--- config.mk ---
export PLATFORM = sky130hd
export DESIGN_NAME = recency_list_next_slot_picker
export DESIGN_NICKNAME = d
export VERILOG_FILES = /design/src/rtl/rlsp_pkg.sv /design/src/rtl/rlsp_ram.sv /design/src/rtl/recency_list_next_slot_picker.sv
export SDC_FILE = /design/constraint.sdc
export NUM_CORES = 1
export LEC_CHECK = 0
export BUFFER_PORTS_ARGS = -buffer_cell sky130_fd_sc_hd__buf_2
export CAP_MARGIN = 15
export CORE_MARGIN = 2
export CORE_UTILIZATION = 50
export DETAILED_ROUTE_END_ITERATION = 16
export GPL_ROUTABILITY_DRIVEN = 0
export PLACE_DENSITY = 0.77
export RECOVER_POWER = 100
export SYNTH_ARGS = -nofsm -noshare
export SYNTH_HDL_FRONTEND = slang
export SYNTH_HIERARCHICAL = 1
export SYNTH_SLANG_ARGS = --single-unit
--- constraint.sdc ---
create_clock -name clk -period 7.3 [get_ports clk]
set_clock_uncertainty 0.2 [all_clocks]
set_input_delay 0 -clock clk [delete_from_list [all_inputs] [get_ports clk]]
set_output_delay 0 -clock clk [all_outputs]
set_load 0.03 [all_outputs]
--- src/rtl/rlsp_pkg.sv ---
// Shared types and constants for the recency list next slot picker.
// Used by the top level and by its checker; depends on nothing.
`default_nettype none

package rlsp_pkg;

  localparam int MAX_ENTRIES_DEF = 16;
  localparam int CFG_W           = 5;
  localparam int ID_W            = 32;
  localparam int LSLOT_W         = 4;
  localparam int SLOT_OUT_W      = 5;

  localparam logic [CFG_W-1:0] NUM_AVAIL_RST = 5'd1;

  typedef enum logic [1:0] {
    REQ_LOAD  = 2'd0,
    REQ_TOUCH = 2'd1,
    REQ_QUERY = 2'd2,
    REQ_NONE  = 2'd3
  } req_type_t;

  typedef enum logic [3:0] {
    ST_IDLE,
    ST_LOOK,
    ST_COMPACT,
    ST_APPEND,
    ST_SCAN,
    ST_DECIDE,
    ST_FREE,
    ST_QRD,
    ST_QWAIT,
    ST_FINISH
  } state_t;

  typedef struct packed {
    logic [1:0]         req_type;
    logic [LSLOT_W-1:0] load_slot;
    logic [ID_W-1:0]    card_id;
  } in_req_t;

  typedef struct packed {
    logic [ID_W-1:0]       chosen_card_id;
    logic [SLOT_OUT_W-1:0] chosen_slot;
    logic                  reused_oldest;
    logic                  id_found;
  } out_res_t;

endpackage

`default_nettype wire

--- src/rtl/rlsp_ram.sv ---
// Generic single-write, single-read RAM with a registered read port.
// Holds the id table and the recency list; no package dependency.
`default_nettype none

module rlsp_ram #(
  parameter int WIDTH = 32,
  parameter int DEPTH = 16
) (
  input  wire logic                     clk,
  input  wire logic                     we,
  input  wire logic [$clog2(DEPTH)-1:0] waddr,
  input  wire logic [WIDTH-1:0]         wdata,
  input  wire logic [$clog2(DEPTH)-1:0] raddr,
  output logic      [WIDTH-1:0]         rdata
);

  logic [WIDTH-1:0] mem [DEPTH];

  always_ff @(posedge clk) begin
    if (we) begin
      mem[waddr] <= wdata;
    end
    rdata <= mem[raddr];
  end

endmodule

`default_nettype wire

--- src/rtl/recency_list_next_slot_picker.sv ---
// A load goes straight to the finish state; a touch looks its id up in the first n id table
// entries, then compacts the recency list of length L, and a query scans that list, then the
// marks; n is the effective num_available, and each scan reads one entry per cycle.
// One request is in work at a time; in_stall is high from acceptance until the
// result is loaded into the output register, and a result still stalled holds the next back.
// Synchronous active-low reset empties the list and sets num_available to 1; the id table RAM
// is not cleared.
// Top level: sequencer plus two rlsp_ram instances; uses rlsp_pkg.
`default_nettype none

module recency_list_next_slot_picker #(
  parameter int MAX_ENTRIES = rlsp_pkg::MAX_ENTRIES_DEF
) (
  input  wire logic                        clk,
  input  wire logic                        rst_n,
  input  wire logic                        in_valid,
  output logic                             in_stall,
  input  wire rlsp_pkg::in_req_t           in_data,
  output logic                             out_valid,
  input  wire logic                        out_stall,
  output rlsp_pkg::out_res_t               out_data,
  input  wire logic                        cfg_we,
  input  wire logic [rlsp_pkg::CFG_W-1:0]  cfg_wdata
);

  localparam int SW     = $clog2(MAX_ENTRIES);
  localparam int LDEPTH = MAX_ENTRIES + 1;
  localparam int LAW    = $clog2(LDEPTH);
  localparam int LW     = $clog2(MAX_ENTRIES + 1);
  localparam int CNTW   = $clog2(MAX_ENTRIES + 2);

  rlsp_pkg::state_t state_r, state_nxt;
  logic [rlsp_pkg::CFG_W-1:0] cfg_r;
  logic [CNTW-1:0] cnt_r, cnt_nxt;
  logic            tag_vld_r, tag_vld_nxt;
  logic [CNTW-1:0] tag_r, tag_nxt;
  logic [CNTW-1:0] len_r, len_nxt;
  logic [CNTW-1:0] wptr_r, wptr_nxt;
  logic [CNTW-1:0] n_r, n_nxt;
  logic [CNTW-1:0] count_r, count_nxt;
  logic [rlsp_pkg::ID_W-1:0] id_r, id_nxt;
  logic [rlsp_pkg::ID_W-1:0] cid_r, cid_nxt;
  logic [LW-1:0]   slot_r, slot_nxt;
  logic [LW-1:0]   oldest_r, oldest_nxt;
  logic            found_r, found_nxt;
  logic            reused_r, reused_nxt;
  logic [MAX_ENTRIES-1:0] listed_r, listed_nxt;
  logic            out_valid_r, out_valid_nxt;
  rlsp_pkg::out_res_t out_data_r, out_data_nxt;

  logic [CNTW-1:0] n_eff;
  logic            accept;
  logic            issue;

  logic                      tab_we;
  logic [SW-1:0]             tab_waddr;
  logic [SW-1:0]             tab_raddr;
  logic [rlsp_pkg::ID_W-1:0] tab_rdata;
  logic                      lst_we;
  logic [LAW-1:0]            lst_waddr;
  logic [LW-1:0]             lst_wdata;
  logic [LAW-1:0]            lst_raddr;
  logic [LW-1:0]             lst_rdata;

  rlsp_ram #(
    .WIDTH (rlsp_pkg::ID_W),
    .DEPTH (MAX_ENTRIES)
  ) u_id_table (
    .clk   (clk),
    .we    (tab_we),
    .waddr (tab_waddr),
    .wdata (in_data.card_id),
    .raddr (tab_raddr),
    .rdata (tab_rdata)
  );

  rlsp_ram #(
    .WIDTH (LW),
    .DEPTH (LDEPTH)
  ) u_recency_list (
    .clk   (clk),
    .we    (lst_we),
    .waddr (lst_waddr),
    .wdata (lst_wdata),
    .raddr (lst_raddr),
    .rdata (lst_rdata)
  );

  // The register value is saturated into 1..MAX_ENTRIES when it is used.
  always_comb begin
    if (cfg_r == '0) begin
      n_eff = CNTW'(1);
    end else if (32'(cfg_r) > 32'(MAX_ENTRIES)) begin
      n_eff = CNTW'(MAX_ENTRIES);
    end else begin
      n_eff = CNTW'(cfg_r);
    end
  end

  assign in_stall  = (state_r != rlsp_pkg::ST_IDLE);
  assign accept    = in_valid && !in_stall;
  assign out_valid = out_valid_r;
  assign out_data  = out_data_r;

  always_ff @(posedge clk) begin
    if (!rst_n) begin
      state_r     <= rlsp_pkg::ST_IDLE;
      cfg_r       <= rlsp_pkg::NUM_AVAIL_RST;
      len_r       <= '0;
      tag_vld_r   <= 1'b0;
      out_valid_r <= 1'b0;
    end else begin
      state_r     <= state_nxt;
      len_r       <= len_nxt;
      tag_vld_r   <= tag_vld_nxt;
      out_valid_r <= out_valid_nxt;
      if (cfg_we) begin
        cfg_r <= cfg_wdata;
      end
    end
  end

  always_ff @(posedge clk) begin
    cnt_r      <= cnt_nxt;
    tag_r      <= tag_nxt;
    wptr_r     <= wptr_nxt;
    n_r        <= n_nxt;
    count_r    <= count_nxt;
    id_r       <= id_nxt;
    cid_r      <= cid_nxt;
    slot_r     <= slot_nxt;
    oldest_r   <= oldest_nxt;
    found_r    <= found_nxt;
    reused_r   <= reused_nxt;
    listed_r   <= listed_nxt;
    out_data_r <= out_data_nxt;
  end

  always_comb begin
    state_nxt     = state_r;
    cnt_nxt       = cnt_r;
    tag_vld_nxt   = 1'b0;
    tag_nxt       = cnt_r;
    len_nxt       = len_r;
    wptr_nxt      = wptr_r;
    n_nxt         = n_r;
    count_nxt     = count_r;
    id_nxt        = id_r;
    cid_nxt       = cid_r;
    slot_nxt      = slot_r;
    oldest_nxt    = oldest_r;
    found_nxt     = found_r;
    reused_nxt    = reused_r;
    listed_nxt    = listed_r;
    out_valid_nxt = out_valid_r && out_stall;
    out_data_nxt  = out_data_r;
    issue         = 1'b0;
    tab_we        = 1'b0;
    tab_waddr     = SW'(in_data.load_slot);
    tab_raddr     = cnt_r[SW-1:0];
    lst_we        = 1'b0;
    lst_waddr     = wptr_r[LAW-1:0];
    lst_wdata     = lst_rdata;
    lst_raddr     = cnt_r[LAW-1:0];

    case (state_r)
      rlsp_pkg::ST_IDLE: begin
        if (accept) begin
          id_nxt     = in_data.card_id;
          n_nxt      = n_eff;
          cid_nxt    = '0;
          slot_nxt   = '0;
          found_nxt  = 1'b0;
          reused_nxt = 1'b0;
          cnt_nxt    = '0;
          case (in_data.req_type)
            rlsp_pkg::REQ_LOAD: begin
              tab_we    = (32'(in_data.load_slot) < 32'(MAX_ENTRIES));
              state_nxt = rlsp_pkg::ST_FINISH;
            end
            rlsp_pkg::REQ_TOUCH: begin
              state_nxt = rlsp_pkg::ST_LOOK;
            end
            rlsp_pkg::REQ_QUERY: begin
              listed_nxt = '0;
              count_nxt  = '0;
              oldest_nxt = '0;
              state_nxt  = rlsp_pkg::ST_SCAN;
            end
            default: begin
              state_nxt = rlsp_pkg::ST_FINISH;
            end
          endcase
        end
      end

      // Id lookup: one table read issued per cycle, compared when it returns.
      rlsp_pkg::ST_LOOK: begin
        issue       = (cnt_r < n_r);
        tag_vld_nxt = issue;
        if (issue) begin
          cnt_nxt = cnt_r + CNTW'(1);
        end
        if (tag_vld_r && (tab_rdata == id_r)) begin
          slot_nxt    = LW'(tag_r);
          found_nxt   = 1'b1;
          cnt_nxt     = '0;
          tag_vld_nxt = 1'b0;
          wptr_nxt    = '0;
          state_nxt   = rlsp_pkg::ST_COMPACT;
        end else if (!tag_vld_r && !issue) begin
          slot_nxt  = LW'(n_r);
          cnt_nxt   = '0;
          wptr_nxt  = '0;
          state_nxt = rlsp_pkg::ST_COMPACT;
        end
      end

      // Copy the list onto itself without the touched slot. The write pointer never
      // passes the read pointer, so no entry is overwritten before it is read.
      rlsp_pkg::ST_COMPACT: begin
        issue       = (cnt_r < len_r);
        tag_vld_nxt = issue;
        if (issue) begin
          cnt_nxt = cnt_r + CNTW'(1);
        end
        if (tag_vld_r && (lst_rdata != slot_r)) begin
          lst_we   = 1'b1;
          wptr_nxt = wptr_r + CNTW'(1);
        end
        if (!tag_vld_r && !issue) begin
          state_nxt = rlsp_pkg::ST_APPEND;
        end
      end

      rlsp_pkg::ST_APPEND: begin
        if (wptr_r < CNTW'(LDEPTH)) begin
          lst_we    = 1'b1;
          lst_wdata = slot_r;
          len_nxt   = wptr_r + CNTW'(1);
        end else begin
          len_nxt = wptr_r;
        end
        state_nxt = rlsp_pkg::ST_FINISH;
      end

      // Mark every listed slot below n and remember the oldest such entry.
      rlsp_pkg::ST_SCAN: begin
        issue       = (cnt_r < len_r);
        tag_vld_nxt = issue;
        if (issue) begin
          cnt_nxt = cnt_r + CNTW'(1);
        end
        if (tag_vld_r && (CNTW'(lst_rdata) < n_r)) begin
          if (count_r == '0) begin
            oldest_nxt = lst_rdata;
          end
          if (!listed_r[lst_rdata[SW-1:0]]) begin
            listed_nxt[lst_rdata[SW-1:0]] = 1'b1;
            count_nxt = count_r + CNTW'(1);
          end
        end
        if (!tag_vld_r && !issue) begin
          state_nxt = rlsp_pkg::ST_DECIDE;
        end
      end

      rlsp_pkg::ST_DECIDE: begin
        if (count_r == n_r) begin
          slot_nxt   = oldest_r;
          reused_nxt = 1'b1;
          state_nxt  = rlsp_pkg::ST_QRD;
        end else begin
          cnt_nxt   = '0;
          state_nxt = rlsp_pkg::ST_FREE;
        end
      end

      // Walk the marks one slot per cycle up to the first free one.
      rlsp_pkg::ST_FREE: begin
        if ((cnt_r < n_r) && listed_r[cnt_r[SW-1:0]]) begin
          cnt_nxt = cnt_r + CNTW'(1);
        end else begin
          if (cnt_r >= n_r) begin
            slot_nxt = LW'(n_r - CNTW'(1));
          end else begin
            slot_nxt = LW'(cnt_r);
          end
          state_nxt = rlsp_pkg::ST_QRD;
        end
      end

      rlsp_pkg::ST_QRD: begin
        tab_raddr = slot_r[SW-1:0];
        state_nxt = rlsp_pkg::ST_QWAIT;
      end

      rlsp_pkg::ST_QWAIT: begin
        cid_nxt   = tab_rdata;
        state_nxt = rlsp_pkg::ST_FINISH;
      end

      rlsp_pkg::ST_FINISH: begin
        if (!(out_valid_r && out_stall)) begin
          out_valid_nxt               = 1'b1;
          out_data_nxt.chosen_card_id = cid_r;
          out_data_nxt.chosen_slot    = rlsp_pkg::SLOT_OUT_W'(slot_r);
          out_data_nxt.reused_oldest  = reused_r;
          out_data_nxt.id_found       = found_r;
          state_nxt                   = rlsp_pkg::ST_IDLE;
        end
      end

      default: begin
        state_nxt = rlsp_pkg::ST_IDLE;
      end
    endcase
  end

endmodule

`default_nettype wire

==> results.md, run 1 <==
* Status: finished with violations
* Failing checks: max-capacitance violations, max-slew violations
* Hold Path Class: in2reg
* IO Pins at 89
* Area growth, synth to finish at 14.0%
* Core Area at 0.0617 mm2
* Clk buf depth at 3
* Worst path bufs/invs at 1
* Core Util, Final at 0.577
* Non-filler cells, final at 2705
* Hold_buf cts at 62
* Vias per Instance at 6.04
* Drt total wl at 69400 um
* Post-synthesis xor/xnor area fraction at 0.0157
* Critical path type: reg2reg
* CP Cell Sequence: nor2_1 -> nand3_1 -> mux2_4 -> clkbuf_1 -> mux4_2 -> a22oi_1 -> nand2_1
* Leading register cell type out of synthesis: edfxtp_1
* First-pass GRT wire length at 104000 um
* FF-to-FF End: u_id_table/rdata[20]$_DFF_P_
* Post-Syn Instances at 1627
* Final setup viols at 0
* Yosys warning total at 6
* Rows at 91
* Leak at 11.7 nW
* Synthesized Nets at 1698
* Vias at 16300
* Tot GR Track Use at 0.218
* Total congestion overflow at 0
* Hold depth at 7
* Initial antenna violation count at 1
* CP delay by family, top: flip-flops
* Reg clk slew, reported paths at 60 ps
* Post-CTS Setup Bufs at 0
* Top cell type by total area after synthesis: edfxtp_1
* Most frequent cells in the layout: edfxtp_1 (748), mux4_2 (145), clkbuf_1 (101), nor2_1 (80), clkbuf_16 (79)
* Simple-gate area share of the yosys netlist at 0.0464
* CTS root buffer: clkbuf_16
* Post-CTS Resized at 0
* Placed cell area at 0.0328 mm2
* Vias in the first global route at 16900
* Die Span Y at 254 um
* # DRC at 0
* Setup TNS at 0 ps
* Async SR Flop Fraction at 0
* Synth area leaders: edfxtp_1 (72%), mux4_2 (10%), dfxtp_1 (3.7%), a22oi_1 (1.5%), xor2_1 (1.2%)
* RSZ-0062 raised after global routing: false
* Met2 WL at 34600 um
* Largest net degree at the start of global routing at 77
* Wl on met1 at 26400 um
* CP endpoint kind: flop
* Inst Count DP at 2501
* Final Net Count at 1879
* Critical path's largest stage delay at 1620 ps
* CP startpoint kind: flop
* RR Startpoint: state_r[3]$_SDFFE_PN0P_
* H-Tree Depth at 3
* FILL cells at 4473
* Initial core utilization at 0.506
* Max Slew Vio Count at 545
* Combinational fraction of design power at 0.242
* Port Buffers at 88
* Sequential Power Share at 0.461
* Seq/Total Area, Yosys at 0.757
* Met3 WL at 6480 um
* Iteration-0 DRC Markers at 1876
* Clock share of power at 0.297
* CTS Sinks at 806
* Post-synthesis adder-cell area fraction at 0.00922
* Post-DP HPWL at 39900 um
* Commonest non-fill, non-tap cell in the layout: edfxtp_1
* TritonCTS clock tree: yes
* CP max stage cell: dfxtp_1
* Least-Margin Pin Slew at 2990 ps
* Synth Area in Compound Gates at 0.0355
* Max VDD drop at 0.343 mV
* WL/cell at 25.6 um
* Fmax at 172 MHz
* DRT antenna net count at 0
* Largest family of logic cells by synthesized area: multiplexers
* Layout cells sized above 1 at 0.165
* Pwr per Cell Area at 372 mW/mm2
* Total power at 13.2 mW
* Max_cap viols at 20
* Mean Syn Cell Area at 19.2 um2
* Final hold slack at 56.5 ps
* CP max FO at 52
* WP data required at 7590 ps
* Antenna diodes at 0
* Worst Hold Launch: in_data[36]
* PnR worst setup slack at 1490 ps
* Data arrival, critical path at 6100 ps
* Reg-to-reg slack, setup at 1490 ps
* P_int at 9.27 mW
* Skew-Pair Late Insertion Delay at 620 ps
* Hold EP: state_r[2]$_SDFFE_PN0P_
* Drt first pass iters at 5
* Worst reg2reg path depth at 7
* Syn Std Cell Area at 0.0312 mm2
* Sw Pwr at 3.97 mW
* Final instance area at 0.0356 mm2
* Pre-CTS WS at 2880 ps
* Die width at 254 um
* Fin crit share at 0.796
* Post-synth EDFFs at 748
* DR top layer: met5
* Final Hold Violating Endpoints at 0
* Die area at 0.0645 mm2
* Library cells used by synthesis at 57
* Top cell type's share of synthesized area at 0.719
* Slew HR at -0.993
* Switching share of power at 0.300
* Num CTS Buffers at 78
* Fin crit period at 5810 ps
* Register bit total from synthesis at 806
* Portion of netlist area occupied by mux cells at 0.121
worst max path at each step:
stage	startpoint	endpoint	cells after the start
CTS	state_r[2]$_SDFFE_PN0P_	u_id_table/rdata[19]$_DFF_P_	8
detailed placement	state_r[2]$_SDFFE_PN0P_	u_id_table/rdata[20]$_DFF_P_	8
floorplan	u_recency_list/rdata[0]$_DFF_P_	count_r[0]$_SDFFCE_PN0P_	5
global route	state_r[3]$_SDFFE_PN0P_	u_id_table/rdata[19]$_DFF_P_	7
global placement	state_r[3]$_SDFFE_PN0P_	u_id_table/rdata[20]$_DFF_P_	7
finish	state_r[3]$_SDFFE_PN0P_	u_id_table/rdata[20]$_DFF_P_	7
state kept, by name, summed over array words and instances, names as in the netlist, 16 cells and up:
signal,cells
out_data,39
listed_r,16
u_id_table/rdata,32
id_r,32
u_id_table/mem,512
cid_r,32
u_recency_list/mem,85
power groups by stage:
| stage | clock network, mW | logic (mW) | registers [mW] |
|---|---|---|---|
| finish | 3.94 | 3.20 | 6.10 |
| detailed placement | 0 | 3.14 | 6.17 |
| floorplan | 0 | 2.40 | 5.94 |
| global placement | 0 | 3.06 | 6.15 |
| global route | 4.16 | 3.45 | 6.14 |
| CTS | 3.98 | 3.21 | 6.08 |
per-layer routing:
| metal | vias up | global-route usage |
|---|---|---|
| li1 | 6909 | - |
| met1 | 8386 | 0.289 |
| met2 | 875 | 0.362 |
| met3 | 160 | 0.0501 |
| met4 | 2 | 0.0666 |
| met5 | - | 0 |
kinds of logic (layout without fill, tap and decap cells):
family,after synthesis,in the layout
flip-flops,806,806
AND/OR/NAND/NOR,297,297
multiplexers,185,185
AO/OA/AOI/OAI,157,157
buffers and inverters,103,344
XOR/XNOR,56,56
adder cells (fa/ha/maj),23,23
area by class of cell:
cell class / count / area [um2] / share of cell area
flip-flops and latches: 806 / 23600 / 0.663
clock inverters: 48 / 435 / 0.0122
repair buffers: 180 / 1210 / 0.0339
inverters: 24 / 90.1 / 0.00253
clock buffers: 92 / 2060 / 0.0577
multi-input cells: 718 / 7150 / 0.201
well taps: 837 / 1050 / 0.0294
synth_stat cells, drive strengths merged, types with 6 or more instances:
library cell  instances
edfxtp              748
mux4                151
nor2                 82
nand2                77
a22oi                64
dfxtp                58
clkbuf               44
xor2                 43
and3                 42
buf                  35
a21oi                23
ha                   23
inv                  23
nor2b                22
mux2i                18
nand3                18
nor3                 17
mux2                 16
o21ai                15
xnor2                13
nand2b               12
nor4                  9
a31oi                 8
a211oi                7
and2                  6
worst register-to-register path, cell delays in order, from the launching register on:
cell and delay [ps]:
dfxtp_1 1620, nor2_1 510, nand3_1 410, mux2_4 760, clkbuf_1 1380, mux4_2 450
a22oi_1 300, nand2_1 80
Power figures use the tool's default switching activity.
==> run 2: changes to the inputs <==
Settings changed: ABC_AREA set to 1, PLACE_DENSITY 0.77 to 0.8.
Clock period 7.3 ns to 5.33 ns, I/O delays scaled along.
==> run 2 against run 1 <==
Effect of this change:
- the flow finishes with violations (negative hold slack, max-capacitance violations, max-slew violations)
- global-route usage increased by 1.3 points
- flip-flop and latch count unchanged
- via count rose by 44%
- critical path depth increased by 1
==> results.md, run 2 <==
* Reg clk slew, reported paths at 60 ps (about the same)
* CTS Sinks at 806 (unchanged)
* Library cells used by synthesis at 53 (-7.0%)
* Post-CTS Setup Bufs at 0 (unchanged)
* Most frequent cells in the layout: nand2_1 (953), edfxtp_1 (748), inv_1 (517), nand3_1 (487), nor2_1 (145)
* Fin crit share at 0.874 (+0.0772)
* DRT antenna net count at 0 (unchanged)
* Vias per Instance at 5.32 (-12%)
* Final Hold Violating Endpoints at 73 (+73)
* Synth area leaders: edfxtp_1 (65%), nand2_1 (10%), nand3_1 (7.0%), inv_1 (5.6%), dfxtp_1 (3.4%)
* Top cell type by total area after synthesis: edfxtp_1
* Mean Syn Cell Area at 10.6 um2 (-45%)
* Area growth, synth to finish at 12.1%
* Die area at 0.0713 mm2 (+11%)
* # DRC at 0 (unchanged)
* Pwr per Cell Area at 501 mW/mm2 (+35%)
* Post-synth top cells: nand2_1 (950), edfxtp_1 (748), inv_1 (517)
* Initial core utilization at 0.504 (-0.00168)
* PnR worst setup slack at 674 ps (-813 ps)
* Yosys warning total at 6 (unchanged)
* Core Area at 0.0686 mm2 (+11%)
* Seq/Total Area, Yosys at 0.683 (-0.0736)
* Worst reg2reg path depth at 8 (+1)
* Largest register FFs at 512 (unchanged)
* Drt first pass iters at 8 (+3)
* Largest net degree at the start of global routing at 165 (+110%)
* Post-CTS Resized at 0 (unchanged)
* FILL cells at 5493 (+23%)
* FF-to-FF End: u_id_table/mem[6][0]$_DFFE_PP_
* Worst Hold Launch: in_data[34]
* Drt total wl at 82200 um (+18%)
* Num CTS Buffers at 83 (+6.4%)
* Hold_buf cts at 67 (+8.1%)
* Most frequent cell after synthesis: nand2_1
* IO Pins at 89 (unchanged)
* TritonCTS clock tree: yes
* Initial antenna violation count at 3 (+2)
* RSZ-0062 raised after global routing: false
* Register bit total from synthesis at 806 (unchanged)
* Setup TNS at 0 ps (unchanged)
* Fmax at 215 MHz (+25%)
* Final setup viols at 0 (unchanged)
* Total congestion overflow at 0 (unchanged)
* Port Buffers at 88 (unchanged)
* Reg-to-reg slack, setup at 670 ps (-810 ps)
* Layout cells sized above 1 at 0.0583 (-0.107)
* WL/cell at 18.6 um (-28%)
* Final hold slack at -39.6 ps (-96.1 ps)
* Slew HR at -0.539 (+0.454)
* Iteration-0 DRC Markers at 2791 (+49%)
* Synthesized Nets at 3332 (+96%)
* Max_cap viols at 12 (-40%)
* Rows at 96 (+5.5%)
* Vias in the first global route at 23100 (+37%)
* Commonest non-fill, non-tap cell in the layout: nand2_1
* Die width at 267 um (+5.2%)
* Syn Std Cell Area at 0.0346 mm2 (+11%)
* Async SR Flop Fraction at 0 (unchanged)
* Die Span Y at 267 um (+5.2%)
* Status: finished with violations
* First-pass GRT wire length at 126000 um (+22%)
* Clk buf depth at 3 (unchanged)
* Skew-Pair Late Insertion Delay at 640 ps (+20 ps)
* Largest register by flop count: u_id_table/mem
* Hold Path Class: in2reg
* Pre-CTS WS at 1510 ps (-1370 ps)
* Hold depth at 4 (-3)
* Data arrival, critical path at 4720 ps (-1380 ps)
* Final Net Count at 3484 (+85%)
* Max VDD drop at 0.548 mV (+60%)
* CP max FO at 23 (-56%)
* Max Slew Vio Count at 265 (-51%)
* RR Startpoint: state_r[0]$_SDFFE_PN0P_
* Leak at 16.0 nW (+37%)
* Post-synth EDFFs at 748 (unchanged)
* H-Tree Depth at 3 (unchanged)
* CTS root buffer: clkbuf_16
* Critical path type: reg2reg
* Leading register cell type out of synthesis: edfxtp_1
* WP data required at 5390 ps (-2200 ps)
* Vias at 23500 (+44%)
* Post-DP HPWL at 46700 um (+17%)
* Least-Margin Pin Slew at 2300 ps (-689 ps)
* Failing checks: negative hold slack, max-capacitance violations, max-slew violations
* Fin crit period at 4660 ps (-1160 ps)
* Tot GR Track Use at 0.231 (+0.0131)
* Hold EP: u_id_table/mem[0][3]$_DFFE_PP_
* CP startpoint kind: flop
* Top cell type's share of synthesized area at 0.649 (-0.0699)
* Post-Syn Instances at 3261 (+100%)
* CP endpoint kind: flop
run 2: cell count changes in the layout (fill, tap and decap cells not counted), moves of 14 or more:
| cell | before | now |
|---|---|---|
| nand2_1 | 77 | 953 |
| inv_1 | 23 | 517 |
| nand3_1 | 18 | 487 |
| mux4_2 | 145 | 0 |
| nor2_1 | 80 | 145 |
| a22oi_1 | 64 | 5 |
| and3_1 | 42 | 0 |
| xor2_1 | 43 | 12 |
| a21oi_1 | 23 | 43 |
| nor2b_1 | 20 | 0 |
| mux2i_1 | 18 | 0 |
| o21ai_0 | 15 | 30 |
| clkbuf_1 | 101 | 115 |
run 2: critical path, cell delays in order, from the launching register on:
cell and delay (ps):
dfxtp_1 370, nor2_1 220, clkinv_1 110, nor2_1 330, nand2_1 160, nor2_1 270
nand3b_1 310, nor2_2 1530, clkbuf_1 770
run 2: final cells by class:
class | instances | area (um2) | area share
Timing Repair Buffer | 198 | 1280 | 0.0330
Tap cell | 931 | 1160 | 0.0300
Clock buffer | 104 | 2160 | 0.0556
Sequential cell | 806 | 23600 | 0.609
Clock inverter | 52 | 450 | 0.0116
Multi-Input combinational cell | 1795 | 8100 | 0.209
Inverter | 529 | 2000 | 0.0516
Antenna cell | 4 | 10.0 | 0.000258
run 2: per-layer routing:
metal,routed length [um],GRT usage,vias to the layer above
li1,-,-,11000
met1,31600,0.292,11100
met2,40200,0.392,1166
met3,6860,0.0352,243
met4,3440,0.111,0
met5,0,0,-
run 2: cells by family (layout without fill, tap and decap cells):
| family | count (synthesis) | count (layout) | share of synthesized area |
|---|---|---|---|
| compound gates | 113 | 113 | 0.0191 |
| xor+xnor | 18 | 18 | 0.00456 |
| fa+ha+maj | 23 | 23 | 0.00832 |
| buf+inv | 660 | 883 | 0.0841 |
| flops | 806 | 806 | 0.683 |
| other cells | 0 | 4 | 0 |
| simple gates | 1641 | 1641 | 0.201 |
run 2: metrics by stage:
stage	power, mW	utilization	cells	area, um2
3_5_place_dp	13.9	0.522	4192	35800
6_report	19.4	0.566	4419	38800
5_1_grt	20.4	0.566	4419	38800
4_1_cts	19.5	0.570	4415	39100
3_3_place_gp	13.7	0.522	4192	35800
2_1_floorplan	12.4	-	3261	34600
run 2: how the worst max path moves through the flow:
stage / start / to / slack (ps)
3_5_place_dp: state_r[0]$_SDFFE_PN0P_ / u_id_table/rdata[13]$_DFF_P_ / 1510
3_3_place_gp: state_r[0]$_SDFFE_PN0P_ / u_id_table/rdata[13]$_DFF_P_ / 1630
6_report: state_r[0]$_SDFFE_PN0P_ / u_id_table/mem[6][0]$_DFFE_PP_ / 670
4_1_cts: cnt_r[0]$_DFFE_PP_ / state_r[3]$_SDFFE_PN0P_ / 1270
2_1_floorplan: n_r[4]$_SDFFCE_PN0P_ / count_r[0]$_SDFFCE_PN0P_ / 1840
5_1_grt: state_r[0]$_SDFFE_PN0P_ / u_id_table/mem[6][24]$_DFFE_PP_ / 540
run 2: power by group:
| part | internal, mW | total, mW | switching [mW] |
|---|---|---|---|
| clock | 3.11 | 5.56 | 2.45 |
| combinational | 1.62 | 5.72 | 4.10 |
| sequential | 7.73 | 8.15 | 0.422 |
| total | 12.5 | 19.4 | 6.97 |
